$ cat config.mk
export PLATFORM = sky130hd
export DESIGN_NAME = audio_sample_fifo_pair_top_flat
export DESIGN_NICKNAME = d
export VERILOG_FILES = /design/src/hdl/asfp_pkg.sv /design/src/hdl/asfp_if.sv /design/src/hdl/asfp_ctrl.sv /design/src/hdl/asfp_dpath.sv /design/src/hdl/audio_sample_fifo_pair_top.sv /design/src/flat_wrapper.sv
export VERILOG_INCLUDE_DIRS = /design/src /design/src/hdl
export SDC_FILE = /design/constraint.sdc
export NUM_CORES = 1
export LEC_CHECK = 0
export BUFFER_PORTS_ARGS = -buffer_cell sky130_fd_sc_hd__buf_4
export CORE_ASPECT_RATIO = 1.75
export CORE_MARGIN = 10
export CORE_UTILIZATION = 45
export DETAILED_ROUTE_END_ITERATION = 10
export SETUP_SLACK_MARGIN = 0.5
export SKIP_CTS_REPAIR_TIMING = 1
export SYNTH_ARGS = -nofsm -noshare
export SYNTH_HDL_FRONTEND = slang
export SYNTH_HIERARCHICAL = 1
export SYNTH_SLANG_ARGS = --single-unit
export TNS_END_PERCENT = 100
$ cat constraint.sdc
create_clock -name clk -period 18.4 [get_ports clk]
set_input_delay 0.92 -clock clk [delete_from_list [all_inputs] [get_ports clk]]
set_output_delay 0.92 -clock clk [all_outputs]
set_load 0.005 [all_outputs]
$ cat src/hdl/audio_sample_fifo_pair_top_assert.svh
// Assertion macros for the audio sample queue pair.
// Used by the top level; depends on clk and rst_n being in scope.
`ifndef AUDIO_SAMPLE_FIFO_PAIR_TOP_ASSERT_SVH
`define AUDIO_SAMPLE_FIFO_PAIR_TOP_ASSERT_SVH
`ifndef NO_ASSERTIONS
`define ASFP_ASSERT_NOW(lbl, ant, con) \
  lbl: assert property (@(posedge clk) disable iff (!rst_n) (ant) |-> (con)) \
    else $error("assertion failed");
`define ASFP_ASSERT_NEXT(lbl, ant, con) \
  lbl: assert property (@(posedge clk) disable iff (!rst_n) (ant) |=> (con)) \
    else $error("assertion failed");
`else
`define ASFP_ASSERT_NOW(lbl, ant, con)
`define ASFP_ASSERT_NEXT(lbl, ant, con)
`endif
`endif

$ cat src/hdl/asfp_pkg.sv
// Shared types and constants for the audio sample queue pair.
// No dependencies.
package asfp_pkg;

  localparam int DEPTH_DEF       = 16;
  localparam int SAMPLE_BITS_DEF = 32;
  localparam int WORD_W          = 32;

  typedef enum logic [1:0] {
    OP_PORT_RX = 2'd0,
    OP_HOST_RD = 2'd1,
    OP_HOST_WR = 2'd2,
    OP_PORT_TX = 2'd3
  } opcode_t;

  typedef enum logic [2:0] {
    STAT_OK        = 3'd0,
    STAT_OVERRUN   = 3'd1,
    STAT_RD_EMPTY  = 3'd2,
    STAT_WR_FULL   = 3'd3,
    STAT_UNDERRUN  = 3'd4
  } status_t;

  typedef struct packed {
    logic capture;
    logic exec;
    logic load_out;
  } asfp_cmd_t;

  typedef struct packed {
    logic out_free;
  } asfp_stat_t;

endpackage

$ cat src/hdl/asfp_if.sv
// Valid/ready channel interfaces for request and response words.
// Depends on asfp_pkg for the word width.
interface asfp_req_if import asfp_pkg::*; ();
  logic              valid;
  logic              ready;
  logic [1:0]        opcode;
  logic [WORD_W-1:0] sample_in;

  modport source (output valid, output opcode, output sample_in, input ready);
  modport sink (input valid, input opcode, input sample_in, output ready);
endinterface

interface asfp_rsp_if import asfp_pkg::*; ();
  logic              valid;
  logic              ready;
  logic [WORD_W-1:0] sample_out;
  logic [2:0]        status;

  modport source (output valid, output sample_out, output status, input ready);
  modport sink (input valid, input sample_out, input status, output ready);
endinterface

$ cat src/hdl/asfp_ctrl.sv
// Sequencing state machine: capture, execute, load result.
// Depends on asfp_pkg for the command and status structs.
module asfp_ctrl import asfp_pkg::*; (
  input  logic       clk,
  input  logic       rst_n,
  input  logic       in_valid,
  output logic       in_ready,
  input  asfp_stat_t stat,
  output asfp_cmd_t  cmd
);

  typedef enum logic [1:0] {
    S_IDLE,
    S_EXEC,
    S_LOAD
  } state_t;

  state_t state_r;
  state_t state_nxt;
  logic   in_ready_r;

  always_comb begin
    state_nxt    = state_r;
    cmd          = '0;
    case (state_r)
      S_IDLE: begin
        if (in_valid && in_ready_r) begin
          cmd.capture = 1'b1;
          state_nxt   = S_EXEC;
        end
      end
      S_EXEC: begin
        cmd.exec  = 1'b1;
        state_nxt = S_LOAD;
      end
      S_LOAD: begin
        if (stat.out_free) begin
          cmd.load_out = 1'b1;
          state_nxt    = S_IDLE;
        end
      end
      default: state_nxt = S_IDLE;
    endcase
  end

  always_ff @(posedge clk) begin
    if (!rst_n) begin
      state_r    <= S_IDLE;
      in_ready_r <= 1'b1;
    end else begin
      state_r    <= state_nxt;
      in_ready_r <= (state_nxt == S_IDLE);
    end
  end

  assign in_ready = in_ready_r;

endmodule

$ cat src/hdl/asfp_dpath.sv
// Ring memories, pointers, status decode and the result register.
// Depends on asfp_pkg for opcodes, status codes and command structs.
module asfp_dpath import asfp_pkg::*; #(
  parameter int DEPTH       = DEPTH_DEF,
  parameter int SAMPLE_BITS = SAMPLE_BITS_DEF
) (
  input  logic              clk,
  input  logic              rst_n,
  input  asfp_cmd_t         cmd,
  output asfp_stat_t        stat,
  input  logic [1:0]        in_opcode,
  input  logic [WORD_W-1:0] in_sample,
  output logic              out_valid,
  input  logic              out_ready,
  output logic [WORD_W-1:0] out_sample,
  output logic [2:0]        out_status
);

  localparam int PTR_W = (DEPTH > 1) ? $clog2(DEPTH) : 1;
  localparam logic [PTR_W-1:0] PTR_LAST = PTR_W'(DEPTH - 1);

  logic [SAMPLE_BITS-1:0] rx_mem [DEPTH];
  logic [SAMPLE_BITS-1:0] tx_mem [DEPTH];

  opcode_t                op_r;
  logic [SAMPLE_BITS-1:0] smp_r;
  logic [PTR_W-1:0]       rx_head_r, rx_tail_r, tx_head_r, tx_tail_r;
  logic [PTR_W-1:0]       rx_head_nxt, rx_tail_nxt, tx_head_nxt, tx_tail_nxt;
  logic [SAMPLE_BITS-1:0] rx_rd_r, tx_rd_r;
  status_t                status_r, status_nxt;
  logic                   rx_wr, tx_wr;
  logic                   out_valid_r;
  logic [WORD_W-1:0]      out_sample_r;
  status_t                out_status_r;
  logic [SAMPLE_BITS-1:0] rd_data;

  function automatic logic [PTR_W-1:0] ring_next(input logic [PTR_W-1:0] p);
    ring_next = (p == PTR_LAST) ? '0 : p + 1'b1;
  endfunction

  always_ff @(posedge clk) begin
    if (cmd.capture) begin
      op_r  <= opcode_t'(in_opcode);
      smp_r <= SAMPLE_BITS'(in_sample);
    end
  end

  always_comb begin
    rx_head_nxt = rx_head_r;
    rx_tail_nxt = rx_tail_r;
    tx_head_nxt = tx_head_r;
    tx_tail_nxt = tx_tail_r;
    status_nxt  = STAT_OK;
    rx_wr       = 1'b0;
    tx_wr       = 1'b0;
    case (op_r)
      OP_PORT_RX: begin
        rx_wr       = 1'b1;
        rx_tail_nxt = ring_next(rx_tail_r);
        if (ring_next(rx_tail_r) == rx_head_r) begin
          rx_head_nxt = ring_next(rx_head_r);
          status_nxt  = STAT_OVERRUN;
        end
      end
      OP_HOST_RD: begin
        if (rx_head_r == rx_tail_r) begin
          status_nxt = STAT_RD_EMPTY;
        end else begin
          rx_head_nxt = ring_next(rx_head_r);
        end
      end
      OP_HOST_WR: begin
        if (ring_next(tx_tail_r) == tx_head_r) begin
          status_nxt = STAT_WR_FULL;
        end else begin
          tx_wr       = 1'b1;
          tx_tail_nxt = ring_next(tx_tail_r);
        end
      end
      OP_PORT_TX: begin
        if (tx_head_r == tx_tail_r) begin
          status_nxt = STAT_UNDERRUN;
        end else begin
          tx_head_nxt = ring_next(tx_head_r);
        end
      end
      default: status_nxt = STAT_OK;
    endcase
  end

  always_ff @(posedge clk) begin
    if (!rst_n) begin
      rx_head_r <= '0;
      rx_tail_r <= '0;
      tx_head_r <= '0;
      tx_tail_r <= '0;
    end else if (cmd.exec) begin
      rx_head_r <= rx_head_nxt;
      rx_tail_r <= rx_tail_nxt;
      tx_head_r <= tx_head_nxt;
      tx_tail_r <= tx_tail_nxt;
    end
  end

  always_ff @(posedge clk) begin
    if (cmd.exec) begin
      status_r <= status_nxt;
    end
  end

  always_ff @(posedge clk) begin
    if (cmd.exec && rx_wr) begin
      rx_mem[rx_tail_r] <= smp_r;
    end
    if (cmd.exec) begin
      rx_rd_r <= rx_mem[rx_head_r];
    end
  end

  always_ff @(posedge clk) begin
    if (cmd.exec && tx_wr) begin
      tx_mem[tx_tail_r] <= smp_r;
    end
    if (cmd.exec) begin
      tx_rd_r <= tx_mem[tx_head_r];
    end
  end

  assign rd_data = (op_r == OP_HOST_RD) ? rx_rd_r : tx_rd_r;

  always_ff @(posedge clk) begin
    if (cmd.load_out) begin
      out_status_r <= status_r;
      if (status_r == STAT_OK && (op_r == OP_HOST_RD || op_r == OP_PORT_TX)) begin
        out_sample_r <= WORD_W'(rd_data);
      end else begin
        out_sample_r <= '0;
      end
    end
  end

  always_ff @(posedge clk) begin
    if (!rst_n) begin
      out_valid_r <= 1'b0;
    end else if (cmd.load_out) begin
      out_valid_r <= 1'b1;
    end else if (out_ready) begin
      out_valid_r <= 1'b0;
    end
  end

  assign stat.out_free = !out_valid_r || out_ready;
  assign out_valid     = out_valid_r;
  assign out_sample    = out_sample_r;
  assign out_status    = out_status_r;

endmodule

$ cat src/hdl/audio_sample_fifo_pair_top.sv
// Top level of the audio sample queue pair: receive and transmit rings.
// Depends on asfp_pkg, asfp_if, asfp_ctrl, asfp_dpath and the assert header.
//
// Usage: in_ch carries one request word (opcode, sample_in); out_ch returns
// exactly one response word (sample_out, status) per request, in order.
// Opcodes: port sample arrives, host reads, host writes, port requests.
// A request is taken when in_ch.valid and in_ch.ready are both high.
// A request passes the capture, memory access and result load steps of the
// controller before out_ch.valid rises. The block works on one request at a
// time; a new request is taken only when those steps are done for the last
// one. The result register frees the request side: a new request
// is taken while the previous response still waits. If the receiver holds
// out_ch.ready low, the next request stops in its load step until the
// result register frees up, and in_ch.ready stays low meanwhile.
// Reset empties both rings and clears the handshake state; ring contents
// are not cleared and no clearing pass is needed.
`include "audio_sample_fifo_pair_top_assert.svh"
module audio_sample_fifo_pair_top import asfp_pkg::*; #(
  parameter int DEPTH       = DEPTH_DEF,
  parameter int SAMPLE_BITS = SAMPLE_BITS_DEF
) (
  input logic      clk,
  input logic      rst_n,
  asfp_req_if.sink in_ch,
  asfp_rsp_if.source out_ch
);

  asfp_cmd_t  cmd;
  asfp_stat_t stat;
  logic       in_ready;

  asfp_ctrl u_ctrl (
    .clk      (clk),
    .rst_n    (rst_n),
    .in_valid (in_ch.valid),
    .in_ready (in_ready),
    .stat     (stat),
    .cmd      (cmd)
  );

  asfp_dpath #(
    .DEPTH       (DEPTH),
    .SAMPLE_BITS (SAMPLE_BITS)
  ) u_dpath (
    .clk        (clk),
    .rst_n      (rst_n),
    .cmd        (cmd),
    .stat       (stat),
    .in_opcode  (in_ch.opcode),
    .in_sample  (in_ch.sample_in),
    .out_valid  (out_ch.valid),
    .out_ready  (out_ch.ready),
    .out_sample (out_ch.sample_out),
    .out_status (out_ch.status)
  );

  assign in_ch.ready = in_ready;

  `ASFP_ASSERT_NEXT(a_one_at_a_time, in_ch.valid && in_ch.ready, !in_ch.ready)
  `ASFP_ASSERT_NOW(a_cmd_exclusive, 1'b1, $onehot0({cmd.capture, cmd.exec, cmd.load_out}))
  `ASFP_ASSERT_NOW(a_error_zero, out_ch.valid && out_ch.status != STAT_OK, out_ch.sample_out == '0)
  `ASFP_ASSERT_NEXT(a_capture_exec, cmd.capture, cmd.exec)

endmodule
$ cat src/flat_wrapper.sv
// flat-port wrapper written by rule: the top's interface ports become plain ports
module audio_sample_fifo_pair_top_flat import asfp_pkg::*;
#(
  parameter int DEPTH       = DEPTH_DEF,
  parameter int SAMPLE_BITS = SAMPLE_BITS_DEF
)
  (clk, rst_n, in_ch_valid, in_ch_opcode, in_ch_sample_in, in_ch_ready, out_ch_valid, out_ch_sample_out, out_ch_status, out_ch_ready);
  asfp_req_if in_ch_i ();
  asfp_rsp_if out_ch_i ();
  input logic clk;
  input logic rst_n;
  input wire logic [$bits(in_ch_i.valid)-1:0] in_ch_valid;
  input wire logic [$bits(in_ch_i.opcode)-1:0] in_ch_opcode;
  input wire logic [$bits(in_ch_i.sample_in)-1:0] in_ch_sample_in;
  output wire logic [$bits(in_ch_i.ready)-1:0] in_ch_ready;
  output wire logic [$bits(out_ch_i.valid)-1:0] out_ch_valid;
  output wire logic [$bits(out_ch_i.sample_out)-1:0] out_ch_sample_out;
  output wire logic [$bits(out_ch_i.status)-1:0] out_ch_status;
  input wire logic [$bits(out_ch_i.ready)-1:0] out_ch_ready;
  assign in_ch_i.valid = in_ch_valid;
  assign in_ch_i.opcode = in_ch_opcode;
  assign in_ch_i.sample_in = in_ch_sample_in;
  assign in_ch_ready = in_ch_i.ready;
  assign out_ch_valid = out_ch_i.valid;
  assign out_ch_sample_out = out_ch_i.sample_out;
  assign out_ch_status = out_ch_i.status;
  assign out_ch_i.ready = out_ch_ready;
  audio_sample_fifo_pair_top #(.DEPTH(DEPTH), .SAMPLE_BITS(SAMPLE_BITS)) u_core (.clk(clk), .rst_n(rst_n), .in_ch(in_ch_i), .out_ch(out_ch_i));
endmodule
# Word level (Yosys, flattened, before mapping)
# Memories as Yosys holds them, arrays and structs flattened. A register that Yosys moved wholly into a read port is not among the register bits.
# Cells that the tools add are included.
[totals]
reg_bits = 92
mem_bits_rw = 1024
input_bits = 38
mem_count = 2
output_inout_bits = 37
[memory_table]
columns = ["memory", "depth", "word_bits", "rd", "rd_ports_with_merged_regs", "write_ports", "line_no", "text"]
rows = [
  ["u_core.u_dpath.rx_mem", 16, 32, 1, 1, 1, "asfp_dpath.sv:22", "logic [SAMPLE_BITS-1:0] rx_mem [DEPTH];"],
  ["u_core.u_dpath.tx_mem", 16, 32, 1, 1, 1, "asfp_dpath.sv:23", "logic [SAMPLE_BITS-1:0] tx_mem [DEPTH];"],
]
[classes]
reduce_logical = 17
n_mux = 30
n_addsub = 4
n_bitwise = 2
n_eq_ne = 15
[op_table]
columns = ["operator", "count"]
rows = [
  ["$mux 32", 1],
  ["$mux 4", 6],
  ["$add 4x1->4 const B", 4],
  ["$eq 4x4->1", 4],
  ["$eq 4x4->1 const B", 4],
  ["$mux 1", 15],
  ["$pmux 3 s4", 1],
  ["$mux 2", 4],
  ["$pmux 4 s2", 1],
  ["$eq 2x2->1 const B", 3],
  ["$logic_not 2->1", 3],
  ["$pmux 2 s3", 1],
  ["$reduce_and 3->1", 2],
  ["$eq 2x1->1 const B", 2],
  ["$logic_and 1x1->1", 4],
  ["$ne 2x2->1 const B", 2],
  ["$reduce_and 4->1", 1],
  ["$reduce_bool 2->1", 2],
  ["$logic_not 3->1", 1],
  ["$mux 3", 1],
  ["$logic_or 1x1->1", 2],
  ["$not 1->1", 2],
  ["$reduce_and 2->1", 1],
  ["$logic_not 1->1", 1],
]

# Depth between registers and ports, before layout
[depth]
depth_word = 8
depth_mapped = 8
depth_no_buf = 7

# Cells and area by module
# The synthesis kept the hierarchy.
[by_module_without_submodules]
columns = ["module", "n_inst", "area_each_um2", "cells_each"]
rows = [
  ["asfp_dpath", 1, 44835.5, 2069],
  ["asfp_ctrl", 1, 127.6, 13],
]

# Worst setup path after synthesis
# OpenSTA, ideal clock, no wires.
[synth_timing]
path_kind = "flip-flop to flip-flop"
from = "register u_core.u_ctrl.state_r[0]"
to = "memory u_core/u_dpath/rx_mem[3][0] (netlist name) (enable)"
slack_ns = 11.072
path_stages_with_launch = 5
required_ns = 17.939
n_path_buf = 0
arrival_time_ns = 6.867
cell_sequence = "dfxtp_1 > nor2b_1 > nor3b_2 > nand2_1 > nor3_1"
[synth_lines]
columns = ["item", "line_no", "text"]
rows = [
  ["start, declared", "asfp_ctrl.sv:18", "state_t state_r;"],
  ["start signal, assigned", "asfp_ctrl.sv:51", "state_r <= state_nxt;"],
  ["end, declared", "asfp_dpath.sv:22", ""],
]

==> flow_summary.toml <==
[status]
status = "finished, final reports clean"

[power]
p_total_w = 0.00529
p_leak_nw = 15.4
power_density_mw_per_mm2 = 104
vdd_drop_max_v = 0.0000697

[detailed_routing]
remaining_drc_errors = 0
dr_wl_met3_um = 4650
firstDrtPassIters = 7
vias_per_cell = 5.86
met2WireLength_um = 57900
wl_per_cell_um = 30.5
vias = 21200
antenna_left = 0
drt-met1-wl_um = 43200
drtIter0Drc = 1954
drt_wl_total_um = 110000
routed.top_layer = "met4"

[synthesis]
ys_warn_count = 6
synth_flop_cell = "edfxtp_1"
synth.distinct_cells = 52
ys_ff_latch = 1180
syn_inst = 2082
async_flop_share_pct = 0
synth-seq-area-share_pct = 78.4
synth_edf_count = 1160
synth_area_mm2 = 0.0450
syn-num-nets = 2131
syn-mean-instance-area_um2 = 21.6

[global_route]
gr-usage-all-layers_pct = 19.4
gr-total-overflow = 0
grt_max_degree = 76
grt_pass1_wl_um = 159000
grt_pass1_vias = 21900
antenna_found_initial = 1

[critical_path]
critical_path.cell_chain = "buf_4 > buf_4 > buf_4 > mux4_2 > nor2b_1 > a211oi_1 > a21oi_1"
slowest_delay_ps = 790
cp.arrival_ps = 4810
reg2reg_depth = 7
critical-path-top-delay-family = "buffers and inverters"
critPathCaptureType = "register"
criticalPathCategory = "register to register"
crit_required_ps = 18810
cp-start-kind = "register"
cp_slowest_cell = "buf_4"
critPathMaxFanout = 47
cpMostUsedCell = "buf_4"
path_buf_inv = 3
crit_cells = 7

[clocking]
cts_sinks = 1180
root_buffer = "clkbuf_16"
htree_levels = 3
clk_pin_slew_worst_paths_ps = 70
cts_buffer_depth = 3
cts_tree = "yes"
clock_latency_ps = 710
cts_made_buffers = 101

[floorplanning]
fp.dieArea_mm2 = 0.113
initial_utilization_pct = 45.3
rows = 153
design.portCount = 75
die_h_um = 438
core_mm2 = 0.0994
die_w_um = 259

[worst_hold_path]
hold_class = "input pin to register"
hold_depth = 1

[cells_and_area]
nFillCells = 7771
syn2layout_area_growth_pct = 12.7
instances_no_fill = 3609
drive_gt1_share_pct = 26.4
nNetsFinal = 2255
num_antenna_cells = 0

[timing]
setup-violations-final = 0
fin_crit_sh_pct = 23.9
slew_viol_final = 0
worstMarginPinSlew_ps = 1340
tns_ps = 0
finalClockSkew_ps = 31.8
relSlewSlack_pct = 10.2
hold_violations = 0
layout_min_cycle_time_ps = 4400
rsz0062_at_grt = "false"
fmax_ghz = 0.227

[place]
port-buffer-count = 74
gp_congestion = 0.883
place_inst = 3420
post-dp-hpwl_um = 65500

[flow_run]
drv_cap = 0
==> synth_stat cells (2+ instances only) <==
cell type / n / area, µm²
xnor2_1: 9 / 78.8
xor2_1: 5 / 43.8
a311o_1: 2 / 20.0
edfxtp_1: 1160 / 34800
nand4_1: 3 / 18.8
mux2i_1: 71 / 711
clkbuf_1: 68 / 255
buf_1: 5 / 18.8
dfxtp_1: 20 / 400
and4b_1: 2 / 20.0
buf_6: 2 / 22.5
nand2_1: 87 / 327
nor3_1: 5 / 25.0
a211oi_1: 66 / 495
nand2b_1: 7 / 43.8
and3_1: 21 / 131
nor2_1: 22 / 82.6
ha_1: 11 / 138
o21ai_0: 3 / 15.0
nor2b_1: 68 / 425
nand3_1: 5 / 25.0
mux4_2: 256 / 5770
a21oi_1: 107 / 536
inv_1: 6 / 22.5
buf_2: 44 / 220
==> registers in the layout, indices dropped and copies added (netlist names) <==
register                   cells
u_core/u_dpath/tx_rd_r        32
u_core/u_dpath/out_valid       1
u_core/u_dpath/rx_tail_r       4
u_core/u_dpath/status_r        3
u_core/u_dpath/rx_rd_r        32
u_core/u_ctrl/in_ready         1
u_core/u_dpath/rx_head_r       4
u_core/u_dpath/rx_mem        512
u_core/u_dpath/op_r            2
u_core/u_dpath/tx_mem        512
u_core/u_dpath/smp_r          32
u_core/u_dpath/out_status      3
u_core/u_dpath/tx_head_r       4
u_core/u_ctrl/state_r          2
u_core/u_dpath/out_sample     32
u_core/u_dpath/tx_tail_r       4
==> per-stage QoR <==
| stage | setup slack (ps) | hold slack, ps | area [µm²] | util [%] |
|---|---|---|---|---|
| 4_1_cts | 13820 | 337 | 50700 | 51.0 |
| 5_1_grt | 13570 | 362 | 50700 | 51.0 |
| 6_report | 14000 | 387 | 50700 | 51.0 |
| 3_5_place_dp | 13820 | 509 | 47300 | 47.6 |
| 3_3_place_gp | 13850 | 508 | 47300 | 47.6 |
| 2_1_floorplan | 11070 | 418 | 45000 | - |
==> final timing paths <==
kind / from / to / slack, ps
setup / recovery: u_core/u_dpath/rx_head_r[0]$_SDFFE_PN0P_ / u_core/u_dpath/rx_rd_r[2]$_DFFE_PP_ / 14000
hold / removal: in_ch_sample_in[2] / u_core/u_dpath/smp_r[2]$_DFFE_PP_ / 390
setup reg to reg: u_core/u_dpath/rx_head_r[0]$_SDFFE_PN0P_ / u_core/u_dpath/rx_rd_r[2]$_DFFE_PP_ / 14000
hold reg to reg: u_core/u_ctrl/in_ready$_SDFF_PN1_ / u_core/u_ctrl/state_r[0]$_SDFF_PN0_ / 510
==> placed cells by master, fill, tap and decap left out, types with 16 or more instances in the layout <==
cell type  synthesis  layout
clkinv_2           0      22
and3_2             0      16
mux4_2           256     256
mux2i_1           71      71
a21oi_1          107     107
edfxtp_1        1160    1160
clkinv_1           0      19
a211oi_1          66      66
clkbuf_16          0     105
nand2_1           87      87
buf_4              1     141
clkbuf_1          68      17
nor2b_1           68      66
==> worst reg2reg max path: cells and delay by family (launching register included) <==
family / cells / cell delay [ps]
AOI/OAI and AO/OA: 2 / 440
buffers and inverters: 3 / 2320
DFF: 1 / 620
muxes: 1 / 610
and+or+nand+nor: 1 / 150
==> cell families (layout without fill, tap and decap cells) <==
| family | after synthesis | after routing | synth area share (%) |
|---|---|---|---|
| AOI/OAI and AO/OA | 189 | 189 | 2.59 |
| xor gates and xnor gates | 16 | 16 | 0.381 |
| adders and majority gates | 11 | 11 | 0.306 |
| buffers and inverters | 126 | 336 | 1.22 |
| DFF | 1180 | 1180 | 78.4 |
| muxes | 328 | 328 | 14.4 |
| and+or+nand+nor | 232 | 232 | 2.71 |
==> routing by layer <==
metal / vias up / global-route usage, %
met1: 11500 / 24.3
met4: 0 / 8.30
met3: 139 / 2.19
met5: - / 0
li1: 8839 / -
met2: 670 / 33.8
==> layout make-up <==
type                       instances  area, µm²  area share [%]
multi-input combinational        776       9340            18.4
timing repair buffer             141       1060            2.09
sequential                      1180      35300            69.6
tap                             1317       1650            3.25
clock buffer                     122       2690            5.31
inverter                           6       22.5          0.0444
clock inverter                    67        667            1.32
==> where the power goes <==
part           internal [W]  switching (W)
combinational     0.0000271      0.0000972
sequential          0.00298     0.00000851
clock               0.00121       0.000961
total               0.00422        0.00107
No activity file was read; power rests on OpenSTA's default activity.
